$ cat src/bgtm_pkg.sv
package bgtm_pkg;

    localparam int RAW_W      = 12;
    localparam int MV_W       = 13;
    localparam int PCT_W      = 8;
    localparam int DRIFT_W    = 8;
    localparam int CFG_IDX_W  = 3;
    localparam int CFG_DATA_W = 13;

    localparam int FRAC_BITS_DEF = 8;

    localparam int PROD_W   = 23;
    localparam int MUL_B_W  = 24;

    localparam logic [MUL_B_W-1:0] SCALE_MUL   = 24'd1534;
    localparam logic [MUL_B_W-1:0] RECIP_1000  = 24'd8589935;
    localparam int                 DIV_SHIFT   = 33;

    localparam int                 EMA_SHIFT   = 16;
    localparam logic [MUL_B_W-1:0] COEF_V_OLD  = 24'd49152;
    localparam logic [MUL_B_W-1:0] COEF_V_NEW  = 24'd16384;
    localparam logic [MUL_B_W-1:0] COEF_F_OLD  = 24'd52428;
    localparam logic [MUL_B_W-1:0] COEF_F_NEW  = 24'd13107;
    localparam logic [MUL_B_W-1:0] COEF_S_OLD  = 24'd62259;
    localparam logic [MUL_B_W-1:0] COEF_S_NEW  = 24'd3276;

    localparam logic [CFG_IDX_W-1:0] CFG_ENABLE    = 3'd0;
    localparam logic [CFG_IDX_W-1:0] CFG_REJECT_LO = 3'd1;
    localparam logic [CFG_IDX_W-1:0] CFG_REJECT_HI = 3'd2;
    localparam logic [CFG_IDX_W-1:0] CFG_FULL      = 3'd3;
    localparam logic [CFG_IDX_W-1:0] CFG_DRIFT     = 3'd4;

    localparam logic [MV_W-1:0]    RST_REJECT_LO = 13'd3000;
    localparam logic [MV_W-1:0]    RST_REJECT_HI = 13'd4400;
    localparam logic [MV_W-1:0]    RST_FULL      = 13'd4150;
    localparam logic [DRIFT_W-1:0] RST_DRIFT     = 8'd3;

    localparam logic [PCT_W-1:0] LEVEL_NONE = 8'hFF;

    // discharge curve, highest voltage first
    localparam int CURVE_POINTS = 10;
    localparam int CPCT_W       = 7;
    localparam int RECIP_W      = 16;
    localparam int LVL_SHIFT    = 20;

    localparam logic [MV_W-1:0] CURVE_MV [CURVE_POINTS] = '{
        13'd4200, 13'd4100, 13'd4000, 13'd3900, 13'd3800,
        13'd3700, 13'd3600, 13'd3500, 13'd3400, 13'd3300};
    localparam logic [CPCT_W-1:0] CURVE_PCT [CURVE_POINTS] = '{
        7'd100, 7'd91, 7'd79, 7'd65, 7'd52, 7'd38, 7'd23, 7'd11, 7'd4, 7'd0};
    // ceil(2^LVL_SHIFT / segment span in mV)
    localparam logic [RECIP_W-1:0] CURVE_RECIP [CURVE_POINTS-1] = '{
        16'd10486, 16'd10486, 16'd10486, 16'd10486, 16'd10486,
        16'd10486, 16'd10486, 16'd10486, 16'd10486};

    typedef struct packed {
        logic issue;
        logic accumulate;
    } mac_ctl_t;

    typedef struct packed {
        logic               above;
        logic               below;
        logic [CPCT_W-1:0]  base_pct;
        logic [CPCT_W-1:0]  pct_step;
        logic [MV_W-1:0]    lo_mv;
        logic [RECIP_W-1:0] recip;
    } seg_t;

endpackage

$ cat src/bgtm_mac.sv
module bgtm_mac #(
    parameter int A_W = bgtm_pkg::PROD_W,
    parameter int B_W = bgtm_pkg::MUL_B_W
) (
    input  logic                 aclk,
    input  bgtm_pkg::mac_ctl_t   ctl,
    input  logic [A_W-1:0]       op_a,
    input  logic [B_W-1:0]       op_b,
    output logic [A_W+B_W:0]     acc
);

    logic [A_W+B_W-1:0] prod;
    logic [A_W+B_W:0]   acc_reg;
    logic [A_W+B_W:0]   acc_next;

    assign prod = op_a * op_b;

    always_comb begin
        acc_next = acc_reg;
        if (ctl.issue) begin
            acc_next = (ctl.accumulate ? acc_reg : '0) + {1'b0, prod};
        end
    end

    always_ff @(posedge aclk) begin
        acc_reg <= acc_next;
    end

    assign acc = acc_reg;

endmodule

$ cat src/bgtm_curve.sv
module bgtm_curve (
    input  logic [bgtm_pkg::MV_W-1:0] mv,
    output bgtm_pkg::seg_t            seg
);

    always_comb begin
        seg = '0;
        seg.below = 1'b1;
        // lowest index wins: scan upward from the bottom of the curve
        for (int i = bgtm_pkg::CURVE_POINTS - 2; i >= 0; i--) begin
            if (mv >= bgtm_pkg::CURVE_MV[i+1]) begin
                seg.below    = 1'b0;
                seg.lo_mv    = bgtm_pkg::CURVE_MV[i+1];
                seg.base_pct = bgtm_pkg::CURVE_PCT[i+1];
                seg.pct_step = bgtm_pkg::CURVE_PCT[i] - bgtm_pkg::CURVE_PCT[i+1];
                seg.recip    = bgtm_pkg::CURVE_RECIP[i];
            end
        end
        seg.above = (mv >= bgtm_pkg::CURVE_MV[0]);
        if (seg.above) begin
            seg.base_pct = bgtm_pkg::CURVE_PCT[0];
        end
    end

endmodule

$ cat src/battery_gauge_trend_monitor.sv
// Channel   Ports                          Word
// input     s_valid / s_ready              s_raw_sample_mv
// result    m_valid / m_ready              m_filtered_mv, m_level_percent, m_charging
// config    cfg_we, cfg_idx, cfg_wdata     write only, no wait
//
// An enabled word steps from ST_DIV through ST_CMP, skipping states it does not need, to
// ST_OUT, and then back to ST_IDLE; a disabled word goes straight to ST_OUT.
// Every multiply goes through the single multiply-accumulate unit, one product a cycle.
// s_ready is high only while the sequencer is idle; a finished result waits in ST_OUT
// until the output register is empty or m_ready is high, then the next word is taken.
// aresetn is synchronous: clears the averages, trend flags and config to defaults.
module battery_gauge_trend_monitor #(
    parameter int FRAC_BITS = bgtm_pkg::FRAC_BITS_DEF
) (
    input  logic                                  aclk,
    input  logic                                  aresetn,
    input  logic                                  s_valid,
    output logic                                  s_ready,
    input  logic [bgtm_pkg::RAW_W-1:0]            s_raw_sample_mv,
    output logic                                  m_valid,
    input  logic                                  m_ready,
    output logic [bgtm_pkg::MV_W-1:0]             m_filtered_mv,
    output logic signed [bgtm_pkg::PCT_W-1:0]     m_level_percent,
    output logic                                  m_charging,
    input  logic                                  cfg_we,
    input  logic [bgtm_pkg::CFG_IDX_W-1:0]        cfg_idx,
    input  logic [bgtm_pkg::CFG_DATA_W-1:0]       cfg_wdata
);

    localparam int MV_W    = bgtm_pkg::MV_W;
    localparam int PCT_W   = bgtm_pkg::PCT_W;
    localparam int EMA_W   = MV_W + FRAC_BITS;
    localparam int MUL_A_W = (EMA_W > bgtm_pkg::PROD_W) ? EMA_W : bgtm_pkg::PROD_W;
    localparam int MUL_B_W = bgtm_pkg::MUL_B_W;
    localparam int ACC_W   = MUL_A_W + MUL_B_W + 1;
    localparam int CPCT_W  = bgtm_pkg::CPCT_W;

    localparam logic [3:0] ST_IDLE = 4'd0;
    localparam logic [3:0] ST_DIV  = 4'd1;
    localparam logic [3:0] ST_WIN  = 4'd2;
    localparam logic [3:0] ST_V1   = 4'd3;
    localparam logic [3:0] ST_V2   = 4'd4;
    localparam logic [3:0] ST_LVL  = 4'd5;
    localparam logic [3:0] ST_LDIV = 4'd6;
    localparam logic [3:0] ST_LSUM = 4'd7;
    localparam logic [3:0] ST_TRD  = 4'd8;
    localparam logic [3:0] ST_F1   = 4'd9;
    localparam logic [3:0] ST_S0   = 4'd10;
    localparam logic [3:0] ST_S1   = 4'd11;
    localparam logic [3:0] ST_CMP  = 4'd12;
    localparam logic [3:0] ST_OUT  = 4'd13;

    logic [3:0]                 state_reg, state_next;

    logic                       enable_reg;
    logic [MV_W-1:0]            rej_lo_reg, rej_hi_reg, full_reg;
    logic [bgtm_pkg::DRIFT_W-1:0] drift_reg;

    logic [EMA_W-1:0]           ema_reg, ema_next;
    logic [EMA_W-1:0]           fast_reg, fast_next;
    logic [EMA_W-1:0]           slow_reg, slow_next;
    logic                       seeded_reg, seeded_next;
    logic                       chg_state_reg, chg_state_next;

    logic [MV_W-1:0]            scaled_reg, scaled_next;
    logic [MV_W-1:0]            res_mv_reg, res_mv_next;
    logic [PCT_W-1:0]           res_level_reg, res_level_next;
    logic                       res_chg_reg, res_chg_next;

    logic                       m_valid_reg, m_valid_next;
    logic [MV_W-1:0]            m_mv_reg;
    logic [PCT_W-1:0]           m_level_reg;
    logic                       m_chg_reg;
    logic                       out_load;

    bgtm_pkg::mac_ctl_t         mac_ctl;
    logic [MUL_A_W-1:0]         mac_a;
    logic [MUL_B_W-1:0]         mac_b;
    logic [ACC_W-1:0]           acc;

    bgtm_pkg::seg_t             seg;

    logic [MV_W-1:0]            scaled_w;
    logic                       in_win;
    logic [MV_W-1:0]            mv_w;
    logic [EMA_W-1:0]           m_fix;
    logic [EMA_W-1:0]           mix_w;
    logic [EMA_W-1:0]           band;
    logic [CPCT_W-1:0]          lvl_q;
    logic                       rise, fall;

    bgtm_mac #(
        .A_W (MUL_A_W),
        .B_W (MUL_B_W)
    ) u_mac (
        .aclk (aclk),
        .ctl  (mac_ctl),
        .op_a (mac_a),
        .op_b (mac_b),
        .acc  (acc)
    );

    bgtm_curve u_curve (
        .mv  (mv_w),
        .seg (seg)
    );

    assign scaled_w = acc[bgtm_pkg::DIV_SHIFT +: MV_W];
    assign in_win   = (scaled_w >= rej_lo_reg) && (scaled_w <= rej_hi_reg);
    assign mv_w     = ema_reg[FRAC_BITS +: MV_W];
    assign m_fix    = EMA_W'(mv_w) << FRAC_BITS;
    assign mix_w    = acc[bgtm_pkg::EMA_SHIFT +: EMA_W];
    assign band     = EMA_W'(drift_reg) << FRAC_BITS;
    assign lvl_q    = acc[bgtm_pkg::LVL_SHIFT +: CPCT_W];
    // mix_w holds the new slow average in ST_CMP
    assign rise     = (fast_reg >= mix_w) && ((fast_reg - mix_w) >= band);
    assign fall     = (mix_w >= fast_reg) && ((mix_w - fast_reg) >= band);

    assign s_ready  = (state_reg == ST_IDLE);
    assign out_load = (state_reg == ST_OUT) && (!m_valid_reg || m_ready);

    always_comb begin
        state_next     = state_reg;
        ema_next       = ema_reg;
        fast_next      = fast_reg;
        slow_next      = slow_reg;
        seeded_next    = seeded_reg;
        chg_state_next = chg_state_reg;
        scaled_next    = scaled_reg;
        res_mv_next    = res_mv_reg;
        res_level_next = res_level_reg;
        res_chg_next   = res_chg_reg;
        mac_ctl        = '0;
        mac_a          = '0;
        mac_b          = '0;

        unique case (state_reg)
            ST_IDLE: begin
                if (s_valid) begin
                    if (!enable_reg) begin
                        res_mv_next    = '0;
                        res_level_next = bgtm_pkg::LEVEL_NONE;
                        res_chg_next   = 1'b0;
                        state_next     = ST_OUT;
                    end else begin
                        mac_ctl.issue = 1'b1;
                        mac_a         = MUL_A_W'(s_raw_sample_mv);
                        mac_b         = bgtm_pkg::SCALE_MUL;
                        state_next    = ST_DIV;
                    end
                end
            end
            ST_DIV: begin
                // divide by 1000 via reciprocal
                mac_ctl.issue = 1'b1;
                mac_a         = MUL_A_W'(acc[bgtm_pkg::PROD_W-1:0]);
                mac_b         = bgtm_pkg::RECIP_1000;
                state_next    = ST_WIN;
            end
            ST_WIN: begin
                scaled_next = scaled_w;
                state_next  = ST_LVL;
                if (in_win) begin
                    if (mv_w == '0) begin
                        ema_next = EMA_W'(scaled_w) << FRAC_BITS;
                    end else begin
                        mac_ctl.issue = 1'b1;
                        mac_a         = MUL_A_W'(ema_reg);
                        mac_b         = bgtm_pkg::COEF_V_OLD;
                        state_next    = ST_V1;
                    end
                end
            end
            ST_V1: begin
                mac_ctl.issue      = 1'b1;
                mac_ctl.accumulate = 1'b1;
                mac_a              = MUL_A_W'(EMA_W'(scaled_reg) << FRAC_BITS);
                mac_b              = bgtm_pkg::COEF_V_NEW;
                state_next         = ST_V2;
            end
            ST_V2: begin
                ema_next   = mix_w;
                state_next = ST_LVL;
            end
            ST_LVL: begin
                res_mv_next = mv_w;
                if (mv_w == '0) begin
                    res_level_next = bgtm_pkg::LEVEL_NONE;
                    res_chg_next   = chg_state_reg;
                    state_next     = ST_OUT;
                end else if (seg.above || seg.below) begin
                    res_level_next = PCT_W'(seg.base_pct);
                    state_next     = ST_TRD;
                end else begin
                    mac_ctl.issue = 1'b1;
                    mac_a         = MUL_A_W'(mv_w - seg.lo_mv);
                    mac_b         = MUL_B_W'(seg.pct_step);
                    state_next    = ST_LDIV;
                end
            end
            ST_LDIV: begin
                mac_ctl.issue = 1'b1;
                mac_a         = MUL_A_W'(acc[MUL_A_W-1:0]);
                mac_b         = MUL_B_W'(seg.recip);
                state_next    = ST_LSUM;
            end
            ST_LSUM: begin
                res_level_next = PCT_W'(seg.base_pct) + PCT_W'(lvl_q);
                state_next     = ST_TRD;
            end
            ST_TRD: begin
                if (!seeded_reg) begin
                    fast_next    = m_fix;
                    slow_next    = m_fix;
                    seeded_next  = 1'b1;
                    res_chg_next = 1'b0;
                    state_next   = ST_OUT;
                end else begin
                    mac_ctl.issue = 1'b1;
                    mac_a         = MUL_A_W'(fast_reg);
                    mac_b         = bgtm_pkg::COEF_F_OLD;
                    state_next    = ST_F1;
                end
            end
            ST_F1: begin
                mac_ctl.issue      = 1'b1;
                mac_ctl.accumulate = 1'b1;
                mac_a              = MUL_A_W'(m_fix);
                mac_b              = bgtm_pkg::COEF_F_NEW;
                state_next         = ST_S0;
            end
            ST_S0: begin
                fast_next     = mix_w;
                mac_ctl.issue = 1'b1;
                mac_a         = MUL_A_W'(slow_reg);
                mac_b         = bgtm_pkg::COEF_S_OLD;
                state_next    = ST_S1;
            end
            ST_S1: begin
                mac_ctl.issue      = 1'b1;
                mac_ctl.accumulate = 1'b1;
                mac_a              = MUL_A_W'(m_fix);
                mac_b              = bgtm_pkg::COEF_S_NEW;
                state_next         = ST_CMP;
            end
            ST_CMP: begin
                slow_next = mix_w;
                priority if (mv_w >= full_reg) begin
                    chg_state_next = 1'b1;
                end else if (rise) begin
                    chg_state_next = 1'b1;
                end else if (fall) begin
                    chg_state_next = 1'b0;
                end else begin
                    chg_state_next = chg_state_reg;
                end
                res_chg_next = chg_state_next;
                state_next   = ST_OUT;
            end
            ST_OUT: begin
                if (out_load) begin
                    state_next = ST_IDLE;
                end
            end
            default: begin
                state_next = ST_IDLE;
            end
        endcase
    end

    always_comb begin
        m_valid_next = m_valid_reg;
        if (out_load) begin
            m_valid_next = 1'b1;
        end else if (m_ready) begin
            m_valid_next = 1'b0;
        end
    end

    always_ff @(posedge aclk) begin
        if (!aresetn) begin
            state_reg     <= ST_IDLE;
            ema_reg       <= '0;
            fast_reg      <= '0;
            slow_reg      <= '0;
            seeded_reg    <= 1'b0;
            chg_state_reg <= 1'b0;
            m_valid_reg   <= 1'b0;
        end else begin
            state_reg     <= state_next;
            ema_reg       <= ema_next;
            fast_reg      <= fast_next;
            slow_reg      <= slow_next;
            seeded_reg    <= seeded_next;
            chg_state_reg <= chg_state_next;
            m_valid_reg   <= m_valid_next;
        end
    end

    always_ff @(posedge aclk) begin
        scaled_reg    <= scaled_next;
        res_mv_reg    <= res_mv_next;
        res_level_reg <= res_level_next;
        res_chg_reg   <= res_chg_next;
        if (out_load) begin
            m_mv_reg    <= res_mv_reg;
            m_level_reg <= res_level_reg;
            m_chg_reg   <= res_chg_reg;
        end
    end

    always_ff @(posedge aclk) begin
        if (!aresetn) begin
            enable_reg <= 1'b0;
            rej_lo_reg <= bgtm_pkg::RST_REJECT_LO;
            rej_hi_reg <= bgtm_pkg::RST_REJECT_HI;
            full_reg   <= bgtm_pkg::RST_FULL;
            drift_reg  <= bgtm_pkg::RST_DRIFT;
        end else if (cfg_we) begin
            unique case (cfg_idx)
                bgtm_pkg::CFG_ENABLE:    enable_reg <= cfg_wdata[0];
                bgtm_pkg::CFG_REJECT_LO: rej_lo_reg <= cfg_wdata[MV_W-1:0];
                bgtm_pkg::CFG_REJECT_HI: rej_hi_reg <= cfg_wdata[MV_W-1:0];
                bgtm_pkg::CFG_FULL:      full_reg   <= cfg_wdata[MV_W-1:0];
                bgtm_pkg::CFG_DRIFT:     drift_reg  <= cfg_wdata[bgtm_pkg::DRIFT_W-1:0];
                default: begin
                end
            endcase
        end
    end

    assign m_valid         = m_valid_reg;
    assign m_filtered_mv   = m_mv_reg;
    assign m_level_percent = $signed(m_level_reg);
    assign m_charging      = m_chg_reg;

endmodule

$ cat config.mk
export PLATFORM = sky130hd
export DESIGN_NAME = battery_gauge_trend_monitor
export DESIGN_NICKNAME = d
export VERILOG_FILES = /design/src/bgtm_pkg.sv /design/src/bgtm_mac.sv /design/src/bgtm_curve.sv /design/src/battery_gauge_trend_monitor.sv
export SDC_FILE = /design/constraint.sdc
export NUM_CORES = 2
export LEC_CHECK = 0
export BUFFER_PORTS_ARGS = -buffer_cell sky130_fd_sc_hd__buf_4
export CAP_MARGIN = 20
export CORE_MARGIN = 2
export CORE_UTILIZATION = 55
export CTS_CLUSTER_DIAMETER = 50
export DETAILED_ROUTE_END_ITERATION = 6
export PLACE_DENSITY = 0.76
export SLEW_MARGIN = 20
export SYNTH_ARGS = -nofsm -noshare
export SYNTH_HDL_FRONTEND = slang
export SYNTH_SLANG_ARGS = --single-unit
$ cat constraint.sdc
create_clock -name aclk -period 13.9 [get_ports aclk]
set_input_delay 2.085 -clock aclk [delete_from_list [all_inputs] [get_ports aclk]]
set_output_delay 2.085 -clock aclk [all_outputs]
set_load 0.02 [all_outputs]
# Yosys cells after proc, flatten, opt, wreduce, memory -nomap -nowiden

Cells that the tools add are included.

Add/sub/neg operators: 5
Multipliers: 1
$lt $le $gt $ge: 17
Equality and inequality tests: 25
Mux-type cells: 69
Reductions and logical operators: 33

Operator list:

| cell                 | number |
|---|---|
| $mux 44              | 9 |
| $pmux 24 s10         | 1 |
| $pmux 23 s8          | 1 |
| $mux 21              | 6 |
| $pmux 21 s2          | 3 |
| $ge 13x12->1 const B | 8 |
| $pmux 4 s14          | 1 |
| $add 48x47->48       | 1 |
| $mux 48              | 1 |
| $mul 23x24->47       | 1 |
| $mux 23              | 2 |
| $ge 21x16->1         | 2 |
| $ge 21x21->1         | 2 |
| $sub 21x21->21       | 2 |
| $mux 16              | 2 |
| $mux 8               | 4 |
| $ge 13x13->1         | 2 |
| $ge 13x13->1 const B | 2 |
| $mux 13              | 2 |
| $pmux 13 s2          | 1 |
| $eq 4x4->1 const B   | 6 |
| $mux 12              | 2 |
| $mux 24              | 1 |
| $pmux 8 s3           | 1 |
| other kinds (34)     | 87 |

Flip-flop bits (word level): 223
Output and inout bits: 24
Word-level logic and storage cells: 170

# Logic depth before layout (Yosys ltp)

Depth after elaboration: 16
Gate-level depth with buffers: 46
Mapped depth without buffers: 43

# Cells and area by module

A second synthesis with hierarchy kept.

Cell total of the unflattened synthesis: 3843
Area total of the unflattened synthesis: 33866.2 sq um

Modules (own cells, without submodules):

| module                      | instances | cells each | area an instance (sq um) | seq. area each (sq um) |
|---|---|---|---|---|
| bgtm_mac                    | 1         | 2272       | 21043.9                  | 1441.4 |
| battery_gauge_trend_monitor | 1         | 1456       | 12117.9                  | 4073.9 |
| bgtm_curve                  | 1         | 115        | 704.4                    | 0.0 |

# Worst setup path after synthesis

No wires, ideal clock.

Kind: flip-flop to flip-flop
Start point: register ema_reg[11]
End point: register u_mac.acc_reg[43] (netlist: u_mac.acc[43]), data pin
Library setup time: 0.139 ns
Data arrival time: 10.001 ns
Required time: 13.761 ns
Path slack: 3.760 ns
Stages on the path, launching flop included: 45
Buffers on the path: 2
Clock period less this slack: 10.140 ns
Cells stage by stage: dfxtp_1 -> clkbuf_1 -> o31a_1 -> o21ai_0 -> a21oi_1 -> a31o_2 -> o21ai_0 -> a21oi_1 -> o21ai_0 -> ha_1 -> inv_1 -> fa_1 -> a21o_1 -> a21oi_1 -> o21bai_1 -> a21oi_1 -> o21ai_0 -> a31oi_1 -> (+9 left out) -> inv_1 -> fa_1 -> inv_1 -> fa_1 -> fa_1 -> inv_1 -> fa_1 -> inv_1 -> ha_1 -> a21oi_1 -> o211ai_1 -> o2111ai_1 -> a21oi_1 -> o211ai_2 -> nand3b_2 -> a31o_2 -> or4b_1 -> nand4b_1

Cells in the longest elaborated chain, start to end: 16
Elaborated cells on any way between the ends: 34
Those cells by class: add/sub (2); mul (1); order compare (10); mux (19); reduce/logical (2)

Ends and longest elaborated chain:

| item                                                      | RTL line                                                               | text |
|---|---|---|
| start, declared                                           | battery_gauge_trend_monitor.sv:59                                      | `logic [EMA_W-1:0] ema_reg, ema_next;` |
| start signal, assigned                                    | battery_gauge_trend_monitor.sv:291                                     | `ema_reg <= ema_next;` |
| $ge 13x12->1                                              | bgtm_curve.sv:11                                                       | `if (mv >= bgtm_pkg::CURVE_MV[i+1]) begin` |
| $mux 44 (9 in a row)                                      | bgtm_curve.sv:11                                                       |  |
| $sub 13x13->14 / $logic_or 1x1->1 (equally long branches) | battery_gauge_trend_monitor.sv:196, battery_gauge_trend_monitor.sv:191 |  |
| $mux 23 / $mux 7 (equally long branches)                  | battery_gauge_trend_monitor.sv:191                                     | `end else if (seg.above \|\| seg.below) begin` |
| $mux 23 / $mux 7 (equally long branches)                  | battery_gauge_trend_monitor.sv:187                                     | `if (mv_w == '0) begin` |
| $pmux 23 s8 / $pmux 24 s10 (equally long branches)        | battery_gauge_trend_monitor.sv:137                                     | `unique case (state_reg)` |
| $mul 23x24->47 (*)                                        | bgtm_mac.sv:16                                                         | `assign prod = op_a * op_b;` |
| $add 48x47->48 (*)                                        | bgtm_mac.sv:21                                                         | `acc_next = (ctl.accumulate ? acc_reg : '0) + {1'b0, prod};` |
| end signal, assigned                                      | bgtm_mac.sv:26                                                         | `acc_reg <= acc_next;` |
| end, declared                                             | bgtm_mac.sv:13                                                         | `logic [A_W+B_W:0] acc_reg;` |

Mark *: on every way between the ends. The rest lies on a longest branch, timed or not.
A chain may end at the register's enable or synchronous reset.

# Worst setup path after layout

Ends and elaborated chain as after synthesis.

==> out/metrics.yaml <==
status: "finished with violations"
violations: "design-rule violations"
vias: 24505
placed_cells: 4032
tns_ns: 0
max_stage_delay_ns: 0.81
swShare: 0.5354
filler_cell_count: 4674
slew_headroom: 0.1906
crit_type: "reg2reg"
worst_hold_path_type: "reg2reg"
vias_per_cell: 5.991
p_clk_frac: 0.129
post-dp-hpwl_mm: 68.62
largest_register_ffs: 46
path_common_cell: "fa_1"
peakVddDrop_v: 0.0001237
layout.nets: 4089
grt_remaining_overflow: 0
numCtsBuffers: 30
drc: 1
grt_max_degree: 82
power_frac_comb: 0.657
ys_seq_area_frac: 0.1828
clk_latency_ns: 0.57
drt_iter0_drc: 2599
fin_crit_ns: 11.43
portBuffers: 56
die_y_um: 237.0
p_int_w: 0.002744
setup.worst_path.end_class: "flop"
crit_path_top_delay_cell: "dfxtp_1"
p_switching_w: 0.003162
cts-resized-gates: 0
drt-pass1-iter-count: 7
layout-drive-gt1-share: 0.06602
tritoncts: "yes"
leakage_nw: 15.16
io_pins: 57
cp.required_ns: 14.32
finalSetupViolations: 0
async_reset_ff_frac: 0
max_slew.worst_pin.slew_ns: 1.210
yosys_warnings: 0
coreArea_mm2: 0.05371
power_w: 0.005906
first_global_vias: 24612
startpoint_type: "flop"
syn2layout_area_growth_pct: 6.875
rsz0062_at_grt: "false"
synth-main-ff-cell: "dfxtp_1"
postCtsSetupBuffers: 0
clk_pin_slew_ns: 0.06
detail-route-antenna-nets: 0
ys_ff_latch: 221
maxCapViolations: 0
arrival_ns: 11.86
finalCritPeriodShare: 0.8225
routed_wl_mm: 89.39
power.density_mw_per_mm2: 185.1
synth_cell_types: 98
antenna_found_initial: 4
die_width_um: 237.0
syn-cell-area_mm2: 0.02985
final-hold-violation-count: 0
cp_max_fo: 18
avgSynthCellArea_um2: 8.815
clkSinkCount: 221
grt_pass1_wl_mm: 139.6
final_cells: 4090
start_util: 0.5558
groute.usage.overall: 0.3228
place.gp.congestion: 0.9848
fmax_mhz: 87.47
skew_ns: 0.01471
slew_violations: 0
cts_root_buf: "clkbuf_16"
postCtsHoldBufs: 0
synth_cells: 3386
h-tree-depth: 1
rows: 85
dieArea_mm2: 0.05615
final_common_cell: "inv_1"
cts_buffer_depth: 3
mostFrequentLayoutCells: "inv_1, fa_1, nand2_1"
wire_per_inst_um: 21.86
synth_edf_count: 103
p_seq_frac: 0.214
worst max-delay path, delay by kind of cell, from the launching register on:
kind | cells | cell delay (ns)
adder cells (fa/ha/maj) | 10 | 4.61
XOR/XNOR | 1 | 0.13
AO/OA/AOI/OAI | 20 | 3.94
AND/OR/NAND/NOR | 5 | 1.00
flip-flops | 1 | 0.81
buffers and inverters | 8 | 0.75
path summary, 6_finish.rpt:
path               startpoint            endpoint  slack [ns]  depth (start not counted)
max               ema_reg[11]       u_mac.acc[43]        2.47                         44
min          res_level_reg[3]  m_level_percent[3]        0.42                          0
max reg2reg       ema_reg[11]       u_mac.acc[43]        2.47                         44
min reg2reg  res_level_reg[3]  m_level_percent[3]        0.42                          0
Yosys cell counts (6+ instances only):
library cell  number  area share
xnor2_1           49       0.014
nor3_1            42      0.0070
a22oi_1           47       0.012
o21bai_1          13      0.0033
a221o_1            9      0.0030
nand2b_1          39      0.0082
or3_1             15      0.0031
o21ai_2            6      0.0018
a31oi_1           20      0.0042
and3_1            39      0.0082
o21ai_1           11      0.0018
or2_1              7      0.0015
nor2_1           251       0.032
o221a_1           10      0.0038
inv_1            641       0.081
clkbuf_1          99       0.012
or2_2              8      0.0017
nand4_1           22      0.0046
ha_1             294        0.12
nand2_1          339       0.043
buf_1              6     0.00075
nor2b_1           26      0.0054
mux2i_1           34       0.011
and2_1            63       0.013
a222oi_1           9      0.0030
nand3_1           98       0.016
o211ai_1          35      0.0088
dfxtp_1          118       0.079
o21ai_0           73       0.012
buf_2             45      0.0075
fa_1             393        0.26
o21a_1            23      0.0058
edfxtp_1         103        0.10
a21o_1            57       0.014
a21oi_1          137       0.023
o31a_1             6      0.0018
a211oi_1          45       0.011
xor2_1            31      0.0091
nor4_1             7      0.0015
logic make-up after synthesis:
| group | after synthesis | share of synthesized area |
|---|---|---|
| multiplexers | 38 | 0.01291 |
| flip-flops | 221 | 0.1828 |
| AO/OA/AOI/OAI | 575 | 0.1369 |
| other | 2 | 0.0002516 |
| adder cells (fa/ha/maj) | 687 | 0.3868 |
| XOR/XNOR | 80 | 0.02347 |
| buffers and inverters | 803 | 0.1044 |
| AND/OR/NAND/NOR | 980 | 0.1525 |
metal layers:
layer | wire (um) | part of all wire | GRT usage
met1 | 35200 | 0.39 | 0.4344
met2 | 39570 | 0.44 | 0.5026
met3 | 9904 | 0.11 | 0.06645
met4 | 4712 | 0.053 | 0.1488
met5 | 8 | 0.000089 | 0
power groups by stage:
stage	Combinational [W]	Sequential [W]	Clock [W]
after global placement	0.00371	0.00125	0
after global routing	0.00427	0.00127	0.000794
final	0.00388	0.00126	0.000762
after floorplan	0.00277	0.00107	0
after detailed placement	0.00377	0.00125	0
after CTS	0.00380	0.00124	0.000764
layout make-up:
| class | count | area [um^2] | area share |
|---|---|---|---|
| Inverter | 645 | 2421 | 0.07589 |
| Clock inverter | 18 | 183.9 | 0.005766 |
| Tap cell | 696 | 870.8 | 0.02730 |
| Sequential cell | 221 | 5455 | 0.1710 |
| Multi-Input combinational cell | 2368 | 21380 | 0.6701 |
| Timing Repair Buffer | 103 | 777.0 | 0.02436 |
| Clock buffer | 38 | 812.0 | 0.02545 |
| Antenna cell | 1 | 2.502 | 0.00007844 |
through the flow:
step,area [um^2],worst slack [ns],util,hold slack (ns)
final,31900,2.467,0.5940,0.4178
after global routing,31900,1.934,0.5939,0.4179
after CTS,31880,2.601,0.5935,0.4168
after detailed placement,30880,2.633,0.5750,0.4045
after global placement,30880,2.924,0.5750,0.4002
after floorplan,29870,3.760,-,0.4003
No activity file was read; power rests on OpenSTA's default activity.
